$ cat src/sv/ptm_pkg.sv
// shared types and codes for the pair table match and update unit
`default_nettype none

package ptm_pkg;

  // operation codes carried in the low bits of an input transaction
  localparam logic [1:0] OP_FIND   = 2'd0;
  localparam logic [1:0] OP_APPEND = 2'd1;
  localparam logic [1:0] OP_CHANGE = 2'd2;

  // result status codes
  localparam logic [1:0] ST_OK        = 2'd0;
  localparam logic [1:0] ST_NOT_FOUND = 2'd1;
  localparam logic [1:0] ST_FULL      = 2'd2;

  // fixed field widths
  localparam int unsigned KEY_W   = 32;
  localparam int unsigned INDEX_W = 4;
  localparam int unsigned COUNT_W = 5;

  // compare unit result handed to the sequencer
  typedef struct packed {
    logic id_hit;
    logic phone_hit;
  } cmp_t;

endpackage

`default_nettype wire

$ cat src/sv/pair_table_match_update.sv
// top level: pair table with find, append and change over a scanned ram
`default_nettype none

// Pair table match and update unit. Holds up to TABLE_DEPTH (id, phone)
// pairs in two rams and runs one operation per input transaction, one at a
// time. Append and the unused op code go from acceptance straight to the
// finish step. Find and change read the table one entry after another
// through a single compare unit, each entry in a ram read step and then a
// compare step that writes back on a change; a find stops at its first
// hit. The input is not ready until the result has been loaded into the
// output register; a waiting result stalls only the next operation's
// completion. No clearing pass is needed after reset.
module pair_table_match_update_unit #(
  parameter int unsigned TABLE_DEPTH = 16
) (
  input  wire logic         clk,
  input  wire logic         rst,
  input  wire logic         s_tvalid,
  output logic              s_tready,
  // op[1:0], id_value[33:2], phone_value[65:34], new_id[97:66],
  // new_phone[129:98], zero fill[135:130]
  input  wire logic [135:0] s_tdata,
  output logic              m_tvalid,
  input  wire logic         m_tready,
  // status[1:0], match_index[5:2], entry_count[10:6], zero fill[15:11]
  output logic      [15:0]  m_tdata
);

  localparam int unsigned AddrW  = (TABLE_DEPTH > 1) ? $clog2(TABLE_DEPTH) : 1;
  localparam int unsigned CountW = $clog2(TABLE_DEPTH + 1);
  localparam int unsigned IdxXW  = (AddrW > ptm_pkg::INDEX_W) ? AddrW : ptm_pkg::INDEX_W;
  localparam int unsigned CntXW  = (CountW > ptm_pkg::COUNT_W) ? CountW : ptm_pkg::COUNT_W;
  localparam int unsigned KW     = ptm_pkg::KEY_W;

  typedef enum logic [1:0] {
    IDLE,
    READ,
    CHECK,
    FINISH
  } state_t;

  state_t              state;
  logic [CountW-1:0]   count;
  logic [AddrW-1:0]    idx;
  logic [AddrW-1:0]    hit_index;
  logic [1:0]          op;
  logic [1:0]          status;
  logic [KW-1:0]       key_id;
  logic [KW-1:0]       key_phone;
  logic [KW-1:0]       rep_id;
  logic [KW-1:0]       rep_phone;

  // input transaction fields
  logic [1:0]          in_op;
  logic [KW-1:0]       in_id;
  logic [KW-1:0]       in_phone;
  logic [KW-1:0]       in_new_id;
  logic [KW-1:0]       in_new_phone;

  assign in_op        = s_tdata[1:0];
  assign in_id        = s_tdata[33:2];
  assign in_phone     = s_tdata[65:34];
  assign in_new_id    = s_tdata[97:66];
  assign in_new_phone = s_tdata[129:98];

  logic                accept;
  logic                full;
  logic                last_entry;
  logic                append_write;
  logic                change_step;
  logic [KW-1:0]       rd_id;
  logic [KW-1:0]       rd_phone;
  ptm_pkg::cmp_t       hit;
  logic                id_we;
  logic                phone_we;
  logic [AddrW-1:0]    waddr;
  logic [KW-1:0]       id_wdata;
  logic [KW-1:0]       phone_wdata;
  logic [IdxXW-1:0]    index_wide;
  logic [CntXW-1:0]    count_wide;

  assign s_tready   = (state == IDLE);
  assign accept     = s_tvalid && s_tready;
  assign full       = (count >= CountW'(TABLE_DEPTH));
  assign last_entry = ((CountW'(idx) + CountW'(1)) == count);

  // write port: append at acceptance, write back during a change scan
  assign append_write = accept && (in_op == ptm_pkg::OP_APPEND) && !full;
  assign change_step  = (state == CHECK) && (op == ptm_pkg::OP_CHANGE);
  assign id_we        = append_write || (change_step && hit.id_hit);
  assign phone_we     = append_write || (change_step && hit.phone_hit);
  assign waddr        = (state == CHECK) ? idx : count[AddrW-1:0];
  assign id_wdata     = (state == CHECK) ? rep_id : in_id;
  assign phone_wdata  = (state == CHECK) ? rep_phone : in_phone;

  ptm_ram #(
    .WIDTH (KW),
    .DEPTH (TABLE_DEPTH)
  ) u_id_ram (
    .clk   (clk),
    .we    (id_we),
    .waddr (waddr),
    .wdata (id_wdata),
    .raddr (idx),
    .rdata (rd_id)
  );

  ptm_ram #(
    .WIDTH (KW),
    .DEPTH (TABLE_DEPTH)
  ) u_phone_ram (
    .clk   (clk),
    .we    (phone_we),
    .waddr (waddr),
    .wdata (phone_wdata),
    .raddr (idx),
    .rdata (rd_phone)
  );

  ptm_cmp u_cmp (
    .entry_id    (rd_id),
    .entry_phone (rd_phone),
    .key_id      (key_id),
    .key_phone   (key_phone),
    .result      (hit)
  );

  // widen before trimming to the fixed result fields
  assign index_wide = IdxXW'(hit_index);
  assign count_wide = CntXW'(count);

  // sequencer with the output register
  always_ff @(posedge clk) begin
    if (rst) begin
      state    <= IDLE;
      count    <= '0;
      m_tvalid <= 1'b0;
    end else begin
      // finish step reloads the output register itself
      if (m_tvalid && m_tready && (state != FINISH)) begin
        m_tvalid <= 1'b0;
      end
      unique case (state)
        IDLE: begin
          if (s_tvalid) begin
            op        <= in_op;
            key_id    <= in_id;
            key_phone <= in_phone;
            rep_id    <= in_new_id;
            rep_phone <= in_new_phone;
            idx       <= '0;
            hit_index <= '0;
            unique case (in_op)
              ptm_pkg::OP_FIND: begin
                if (count == '0) begin
                  status <= ptm_pkg::ST_NOT_FOUND;
                  state  <= FINISH;
                end else begin
                  status <= ptm_pkg::ST_OK;
                  state  <= READ;
                end
              end
              ptm_pkg::OP_APPEND: begin
                if (full) begin
                  status <= ptm_pkg::ST_FULL;
                end else begin
                  status <= ptm_pkg::ST_OK;
                  count  <= count + CountW'(1);
                end
                state <= FINISH;
              end
              ptm_pkg::OP_CHANGE: begin
                status <= ptm_pkg::ST_OK;
                state  <= (count == '0) ? FINISH : READ;
              end
              default: begin
                status <= ptm_pkg::ST_OK;
                state  <= FINISH;
              end
            endcase
          end
        end
        READ: begin
          state <= CHECK;
        end
        CHECK: begin
          if (op == ptm_pkg::OP_FIND) begin
            if (hit.id_hit && hit.phone_hit) begin
              hit_index <= idx;
              state     <= FINISH;
            end else if (last_entry) begin
              status <= ptm_pkg::ST_NOT_FOUND;
              state  <= FINISH;
            end else begin
              idx   <= idx + AddrW'(1);
              state <= READ;
            end
          end else if (last_entry) begin
            state <= FINISH;
          end else begin
            idx   <= idx + AddrW'(1);
            state <= READ;
          end
        end
        FINISH: begin
          if (!m_tvalid || m_tready) begin
            m_tvalid <= 1'b1;
            m_tdata  <= {5'b0, count_wide[ptm_pkg::COUNT_W-1:0],
                         index_wide[ptm_pkg::INDEX_W-1:0], status};
            state    <= IDLE;
          end
        end
        default: begin
          state <= IDLE;
        end
      endcase
    end
  end

`ifndef ASSERT_OFF
  // the fill count never passes the table depth
  assert property (@(posedge clk) disable iff (rst)
    count <= CountW'(TABLE_DEPTH))
    else $error("entry count above table depth");

  // an append into a table with room grows the count by exactly one
  assert property (@(posedge clk) disable iff (rst)
    (accept && (in_op == ptm_pkg::OP_APPEND) && !full)
      |=> (count == CountW'($past(count) + CountW'(1))))
    else $error("append did not grow the count by one");

  // the scan only reads entries below the count
  assert property (@(posedge clk) disable iff (rst)
    (state == READ) |-> (CountW'(idx) < count))
    else $error("scan index beyond the valid entries");

  // the unit is busy in the cycle after it takes an operation
  assert property (@(posedge clk) disable iff (rst)
    accept |=> !s_tready)
    else $error("second operation taken while the first runs");

  // a result is only loaded from the finish step
  assert property (@(posedge clk) disable iff (rst)
    (m_tvalid && !$past(m_tvalid)) |-> ($past(state) == FINISH))
    else $error("result appeared outside the finish step");
`endif

endmodule

`default_nettype wire

$ cat src/sv/ptm_ram.sv
// generic single write port, single read port ram with registered read
`default_nettype none

module ptm_ram #(
  parameter int unsigned WIDTH = 32,
  parameter int unsigned DEPTH = 16,
  localparam int unsigned AddrW = (DEPTH > 1) ? $clog2(DEPTH) : 1
) (
  input  wire logic                     clk,
  input  wire logic                     we,
  input  wire logic [AddrW-1:0]         waddr,
  input  wire logic [WIDTH-1:0]         wdata,
  input  wire logic [AddrW-1:0]         raddr,
  output logic      [WIDTH-1:0]         rdata
);

  logic [WIDTH-1:0] mem [DEPTH];

  // write port
  always_ff @(posedge clk) begin
    if (we) begin
      mem[waddr] <= wdata;
    end
  end

  // registered read port
  always_ff @(posedge clk) begin
    rdata <= mem[raddr];
  end

endmodule

`default_nettype wire

$ cat src/sv/ptm_cmp.sv
// shared compare unit: checks one stored entry against the search keys
`default_nettype none

module ptm_cmp (
  input  wire logic [ptm_pkg::KEY_W-1:0] entry_id,
  input  wire logic [ptm_pkg::KEY_W-1:0] entry_phone,
  input  wire logic [ptm_pkg::KEY_W-1:0] key_id,
  input  wire logic [ptm_pkg::KEY_W-1:0] key_phone,
  output ptm_pkg::cmp_t                  result
);

  // two independent equality tests on the entry as read
  always_comb begin
    result.id_hit    = (entry_id == key_id);
    result.phone_hit = (entry_phone == key_phone);
  end

endmodule

`default_nettype wire

$ cat config.mk
export PLATFORM = sky130hd
export DESIGN_NAME = pair_table_match_update_unit
export DESIGN_NICKNAME = d
export VERILOG_FILES = /design/src/sv/ptm_pkg.sv /design/src/sv/pair_table_match_update.sv /design/src/sv/ptm_ram.sv /design/src/sv/ptm_cmp.sv
export SDC_FILE = /design/constraint.sdc
export NUM_CORES = 1
export LEC_CHECK = 0
export BUFFER_PORTS_ARGS = -buffer_cell sky130_fd_sc_hd__buf_2
export CORE_ASPECT_RATIO = 1.75
export CORE_MARGIN = 2
export CORE_UTILIZATION = 30
export CTS_CLUSTER_SIZE = 16
export DETAILED_ROUTE_END_ITERATION = 6
export HOLD_SLACK_MARGIN = 0.12
export MAX_ROUTING_LAYER = met4
export SYNTH_ARGS = -nofsm -noshare
export SYNTH_HDL_FRONTEND = slang
export SYNTH_SLANG_ARGS = --single-unit
$ cat constraint.sdc
create_clock -name clk -period 14.9 [get_ports clk]
set_input_delay 0.745 -clock clk [delete_from_list [all_inputs] [get_ports clk]]
set_output_delay 0.745 -clock clk [all_outputs]
set_load 0.05 [all_outputs]
Yosys cells after proc, flatten, opt, wreduce, memory -nomap -nowiden. Memory sizes are Yosys's and may differ from the RTL's. A register that Yosys moved wholly into a read port is not among the register bits. Cells that the tools add are included.

ROM bits: 0. RAM bits: 1024. Output and inout port bits: 18. Latch bits: 0. Logic and storage cells: 98. Register bits: 159. Memories kept: 2.

$add $sub $neg: 3. Reductions and logical operators: 27. Multiplexer cells: 34. Multipliers: 0. Equality and inequality tests: 17. Bitwise logic cells: 2. $lt $le $gt $ge: 1. Shift operators: 0. Div/mod/pow operators: 0.

Memory list: u_id_ram.mem (words 16, width 32, rd ports 1, clocked after memory_dff 1, wr ports 1, line ptm_ram.sv:17) `logic [WIDTH-1:0] mem [DEPTH];`; u_phone_ram.mem (words 16, width 32, rd ports 1, clocked after memory_dff 1, wr ports 1, line ptm_ram.sv:17).

Operators with widths (number): $eq A32 B32 Y1 (2); $mux W32 (2); $mux W4 (7); $mux W2 (12); $pmux W4 S2 (2); $ne A2 B2 Y1 const B (5); $logic_and A1 B1 Y1 (9); $eq A2 B2 Y1 const B (4); $mux W1 (8); $pmux W2 S2 (2); $pmux W2 S4 (1); $reduce_and A4 Y1 (2); $logic_not A2 Y1 (3); $reduce_and A3 Y1 (2); $reduce_and A6 Y1 (1); $add A4 B1 Y5 const B (1); $add A5 B1 Y5 const B (1); $eq A5 B5 Y1 (1); $ge A5 B5 Y1 const B (1); $logic_not A5 Y1 (1); $reduce_and A5 Y1 (1); $add A4 B1 Y4 const B (1); $eq A2 B1 Y1 const B (2); $ne A2 B1 Y1 const B (2); 7 further kinds (11).

Logic depth before layout (Yosys ltp).
Depth after elaboration: 7. Depth in mapped cells: 9.

Cells and area by module. A second synthesis with hierarchy kept.

Cell total of the unflattened synthesis: 2240. Area total of the unflattened synthesis: 46584.7 um2.

Modules (own cells, without submodules): ptm_ram (cells each 838, area an instance 19835.3 um2, times used 2); pair_table_match_update_unit (cells each 478, area an instance 6221.0 um2, times used 1); ptm_cmp (cells each 86, area an instance 693.2 um2, times used 1).

Worst setup path before layout. Ideal clock, no wire load.

Path kind: register -> register. Start: register state[1]. End: register status[0], enable pin. Slack: 7842 ps. Required time: 14579 ps. Clock period less this slack: 7058 ps. Cell stages (with the launch flop): 7. Arrival time: 6737 ps. Library setup time: 321 ps. Buffers on the path: 3. Cell sequence: dfxtp_1 -> buf_2 -> nor2b_1 -> buf_2 -> clkbuf_1 -> nor2_1 -> a21o_2.

Word-level cells in the longest chain between the ends: 3. Elaborated cells on any way between the ends: 8. Classes of those cells: eq/ne: 5; reduce/logical: 3.

RTL lines: start, declared (line pair_table_match_update.sv:42) `state_t state;`; start signal, assigned (line pair_table_match_update.sv:174) `state <= (count == '0) ? FINISH : READ;`; $eq A2 B2 Y1 or $logic_not A2 Y1 (tied branches) (line pair_table_match_update.sv:143) `unique case (state)`; $ne A2 B2 Y1 (no line), or another cell as far along; $reduce_and A6 Y1 (no line) *; end signal, assigned (line pair_table_match_update.sv:156) `status <= ptm_pkg::ST_NOT_FOUND;`; end signal, assigned (line pair_table_match_update.sv:159) `status <= ptm_pkg::ST_OK;`; end signal, assigned (line pair_table_match_update.sv:165) `status <= ptm_pkg::ST_FULL;`; end, declared (line pair_table_match_update.sv:47) `logic [1:0] status;`.

Mark *: on every way between the ends. The rest lies on a longest branch, timed or not. A chain may end at the register's enable or synchronous reset.

Final worst setup path.
Start: register state[1]. End: memory u_id_ram.mem[5][19], enable pin.

Word-level cells in the longest chain between the ends: 7. Elaborated cells on any way between the ends: 11. Classes of those cells: eq/ne: 1; mux: 3; reduce/logical: 7.

RTL lines: $logic_not A2 Y1 (line pair_table_match_update.sv:82) `assign s_tready = (state == IDLE);`; $logic_and A1 B1 Y1 (line pair_table_match_update.sv:83) `assign accept = s_tvalid && s_tready;`; $logic_and A1 B1 Y1 (2 in series) (line pair_table_match_update.sv:88) `assign append_write = accept && (in_op == ptm_pkg::OP_APPEND) && !full;`; $logic_or A1 B1 Y1 (line pair_table_match_update.sv:90) `assign id_we = append_write || (change_step && hit.id_hit);`; $mux W1 (line ptm_ram.sv:21) `if (we) begin`; $mux W1 (implied by the code) (line ptm_ram.sv:22) `mem[waddr] <= wdata;`; end, declared (line ptm_ram.sv:17).

Several ways; a longest one is shown, not always the timed one.

==> impl_results.md <==
* Status: complete, no violations
* Max layer used: met4
* Highest Clock Rate at 249 MHz
* CP Capture Type: flip-flop
* Routed wl met3 at around 5900 um
* Layout cells sized above 1 at 0.312
* GRT Util Overall at 0.139
* IO buf count at 146
* Core area at 155,000 sq um
* Pre-CTS setup slack at ~11,000 ps
* Cts bufs inserted at 113
* Adder-cell area share of the yosys netlist at 0.000803
* Register area share after synthesis at 0.786
* Largest cells by area after synthesis: edfxtp_1 (75%), mux4_2 (15%), dfxtp_1 (3.1%)
* Met1 wire length at 42,500 um
* Largest net degree at the start of global routing at 99
* Number of flops mapped to enable cells by yosys at 1,175
* Die area at 159,000 sq um
* RD Place Congestion at 0.730
* Wirelength, routed at 108,000 um
* Compound-Gate Fraction of Synth Area at 0.00404
* Setup Buffers After CTS at 0
* Rel. slew slack at 0.307
* Maximum vdd drop at 0.121 mV
* Max-slew violations at 0
* Synth-to-layout area growth at 15.4%
* Crit Path Max Fanout at 55
* Worst Hold Depth at 1
* Die H at around 530 um
* Final setup fails at 0
* Final worst clock skew at between 20 and 25 ps
* Leak pwr at 17.1 nW
* CP Data Arrival Time at 4370 ps
* FP Rows at 191
* TritonCTS clock tree: built
* ANT nets after route at 0
* HPWL after detailed placement at 58,100 um
* Global-route wire length before repair at roughly 150,000 um
* Pre-Repair DR Iteration Count at 5
* Final worst slack at 10,880 ps
* Synthesized flop and latch total at 1,247
* Met2 WL at 56,000 um
* Commonest non-fill, non-tap cell in the layout: edfxtp_1
* Kind of critical path: reg2reg
* RSZ-0062 raised after global routing: no
* CTS resizes at 0
* Via/cell ratio at around 4.7
* Mapped cell area at 46,700 sq um
* # Max-Cap Violations at 0
* Setup TNS at 0 ps
* Final #Nets at 2,450
* WP data required at 15,250 ps
* Initial core utilization at 0.302
* Crit share post-route at 0.270
* Ys Warns at 0
* GRT overflow at 0
* Most frequent cells in the layout: edfxtp_1 (1,175), mux4_2 (320), nand2_1 (202), buf_2 (146), clkbuf_16 (114)
* Die W at around 300 um
* Post-synthesis cell count at about 2,100
* Wire length per cell at 24.2 um
* Hold buffer count at cts at 0
* Hold Crit Start: s_tdata[96]
* Initial antenna violation count at 18
* Area share of and/or/nand/nor cells after synthesis at 0.0282
* Bufs on Longest Clock Path at 3
* Layout Utilization at 0.348
* PD cells at 137 nW/um^2
* Root buffer cell: clkbuf_16
* H-tree levels at 3
* R2R Setup Slk at 10,880 ps
* Hold Crit Class: in2reg
* Final hold violation count at 0
* R2r worst-path depth at 7
* Unique cell type count in the Yosys netlist at 45
* Final min period at 4020 ps
* Sink Count at 1,247
* Area share of the largest cell type after synthesis at 0.755
* DR DRC count at 0
* Mux contribution to synthesized area at 0.155
* Worst reg2reg startpoint: state[1]
* Clock Latency Late Sink at 720 ps
* Vias at 21,100
* Worst Tran Pin Value at 1040 ps
* FF-to-FF End: u_id_ram.mem[5][19]
* Ports at 158
* Vias in the first global route at 22,400
* Critical Path Source Type: flip-flop
* Post-synth top area cell: edfxtp_1
* Crit. Startpoint: state[1]
* Iter 0 DRT Violations at around 1,800
* CTS clk-pin slew, worst paths at 70 ps
* Commonest register cell after synthesis: edfxtp_1
* Combinational family with the most area after synthesis: multiplexers
* Syn_area_per_cell at 22.4 sq um
* XOR/XNOR Fraction of Synth Area at 0.0141
* Async S/R FF share, synth at 0
* Worst Hold Endpoint: rep_id[30]
==> metrics by stage <==
stage	hold slack (ps)	power [mW]	std cells	cell area [sq um]
after floorplan	400	4.37	2089	46800
after global placement	404	4.54	4218	50100
after detailed placement	409	4.55	4218	50100
after CTS	135	7.49	4432	53900
after global routing	166	7.64	4448	54000
final	194	7.41	4449	54000
==> Yosys cell counts (5+ instances only) <==
cell,count
nor4_1,16
clkbuf_1,44
nand2_1,202
xor2_1,67
a21oi_1,5
dfxtp_1,72
buf_1,15
a31oi_1,8
buf_2,18
buf_4,7
nor2_1,27
xnor2_1,8
nand4_1,5
buf_6,18
edfxtp_1,1175
mux4_2,320
nor3_1,36
inv_1,5
==> worst max-delay path, cell delays in order, from the launching register on <==
cell     delay [ps]
dfxtp_1         600
nor2b_4         730
buf_4           790
a31oi_1         170
buf_4           220
or2_2           380
nor2_4          100
buf_4           560
==> layout make-up <==
cell class	count	area (sq um)
Sequential cell	1247	36700
Clock buffer	157	3150
Clock inverter	57	623
Antenna cell	17	42.5
Fill cell	14300	101000
Multi-Input combinational cell	734	9650
Tap cell	2026	2530
Inverter	6	27.5
Timing Repair Buffer	205	1200
==> registers in the layout (all words and copies together), names as in the netlist <==
signal	flops
u_phone_ram.mem	512
m_tdata	11
rep_id	32
rep_phone	32
op	2
idx	4
u_id_ram.mem	512
status	2
u_id_ram.rdata	32
hit_index	4
state	2
count	5
u_phone_ram.rdata	32
key_phone	32
key_id	32
m_tvalid	1
==> worst max path at each step <==
stage / end
5_1_grt: u_id_ram.mem[5][25]
4_1_cts: u_phone_ram.mem[10][30]
3_3_place_gp: u_phone_ram.mem[9][20]
3_5_place_dp: u_phone_ram.mem[10][20]
2_1_floorplan: status[0]
6_report: u_id_ram.mem[5][19]
==> logic make-up (layout without fill, tap and decap cells) <==
family,Yosys count,in the layout
flip-flops,1247,1247
multiplexers,322,322
AND/OR/NAND/NOR,306,306
buffers and inverters,108,425
XOR/XNOR,75,75
AO/OA/AOI/OAI,23,23
adder cells (fa/ha/maj),3,3
other,1,22
==> metal layers <==
layer | track usage | up-vias
li1 | - | 9051
met1 | 0.162 | 11300
met2 | 0.237 | 615
met3 | 0.0229 | 168
met4 | 0.0533 | 0
met5 | - | -
==> power by group <==
group | internal (mW) | switching (mW)
Sequential | 3.96 | 0.0260
Clock | 1.67 | 1.28
Combinational | 0.172 | 0.302
(Power assumes the default switching activity.)
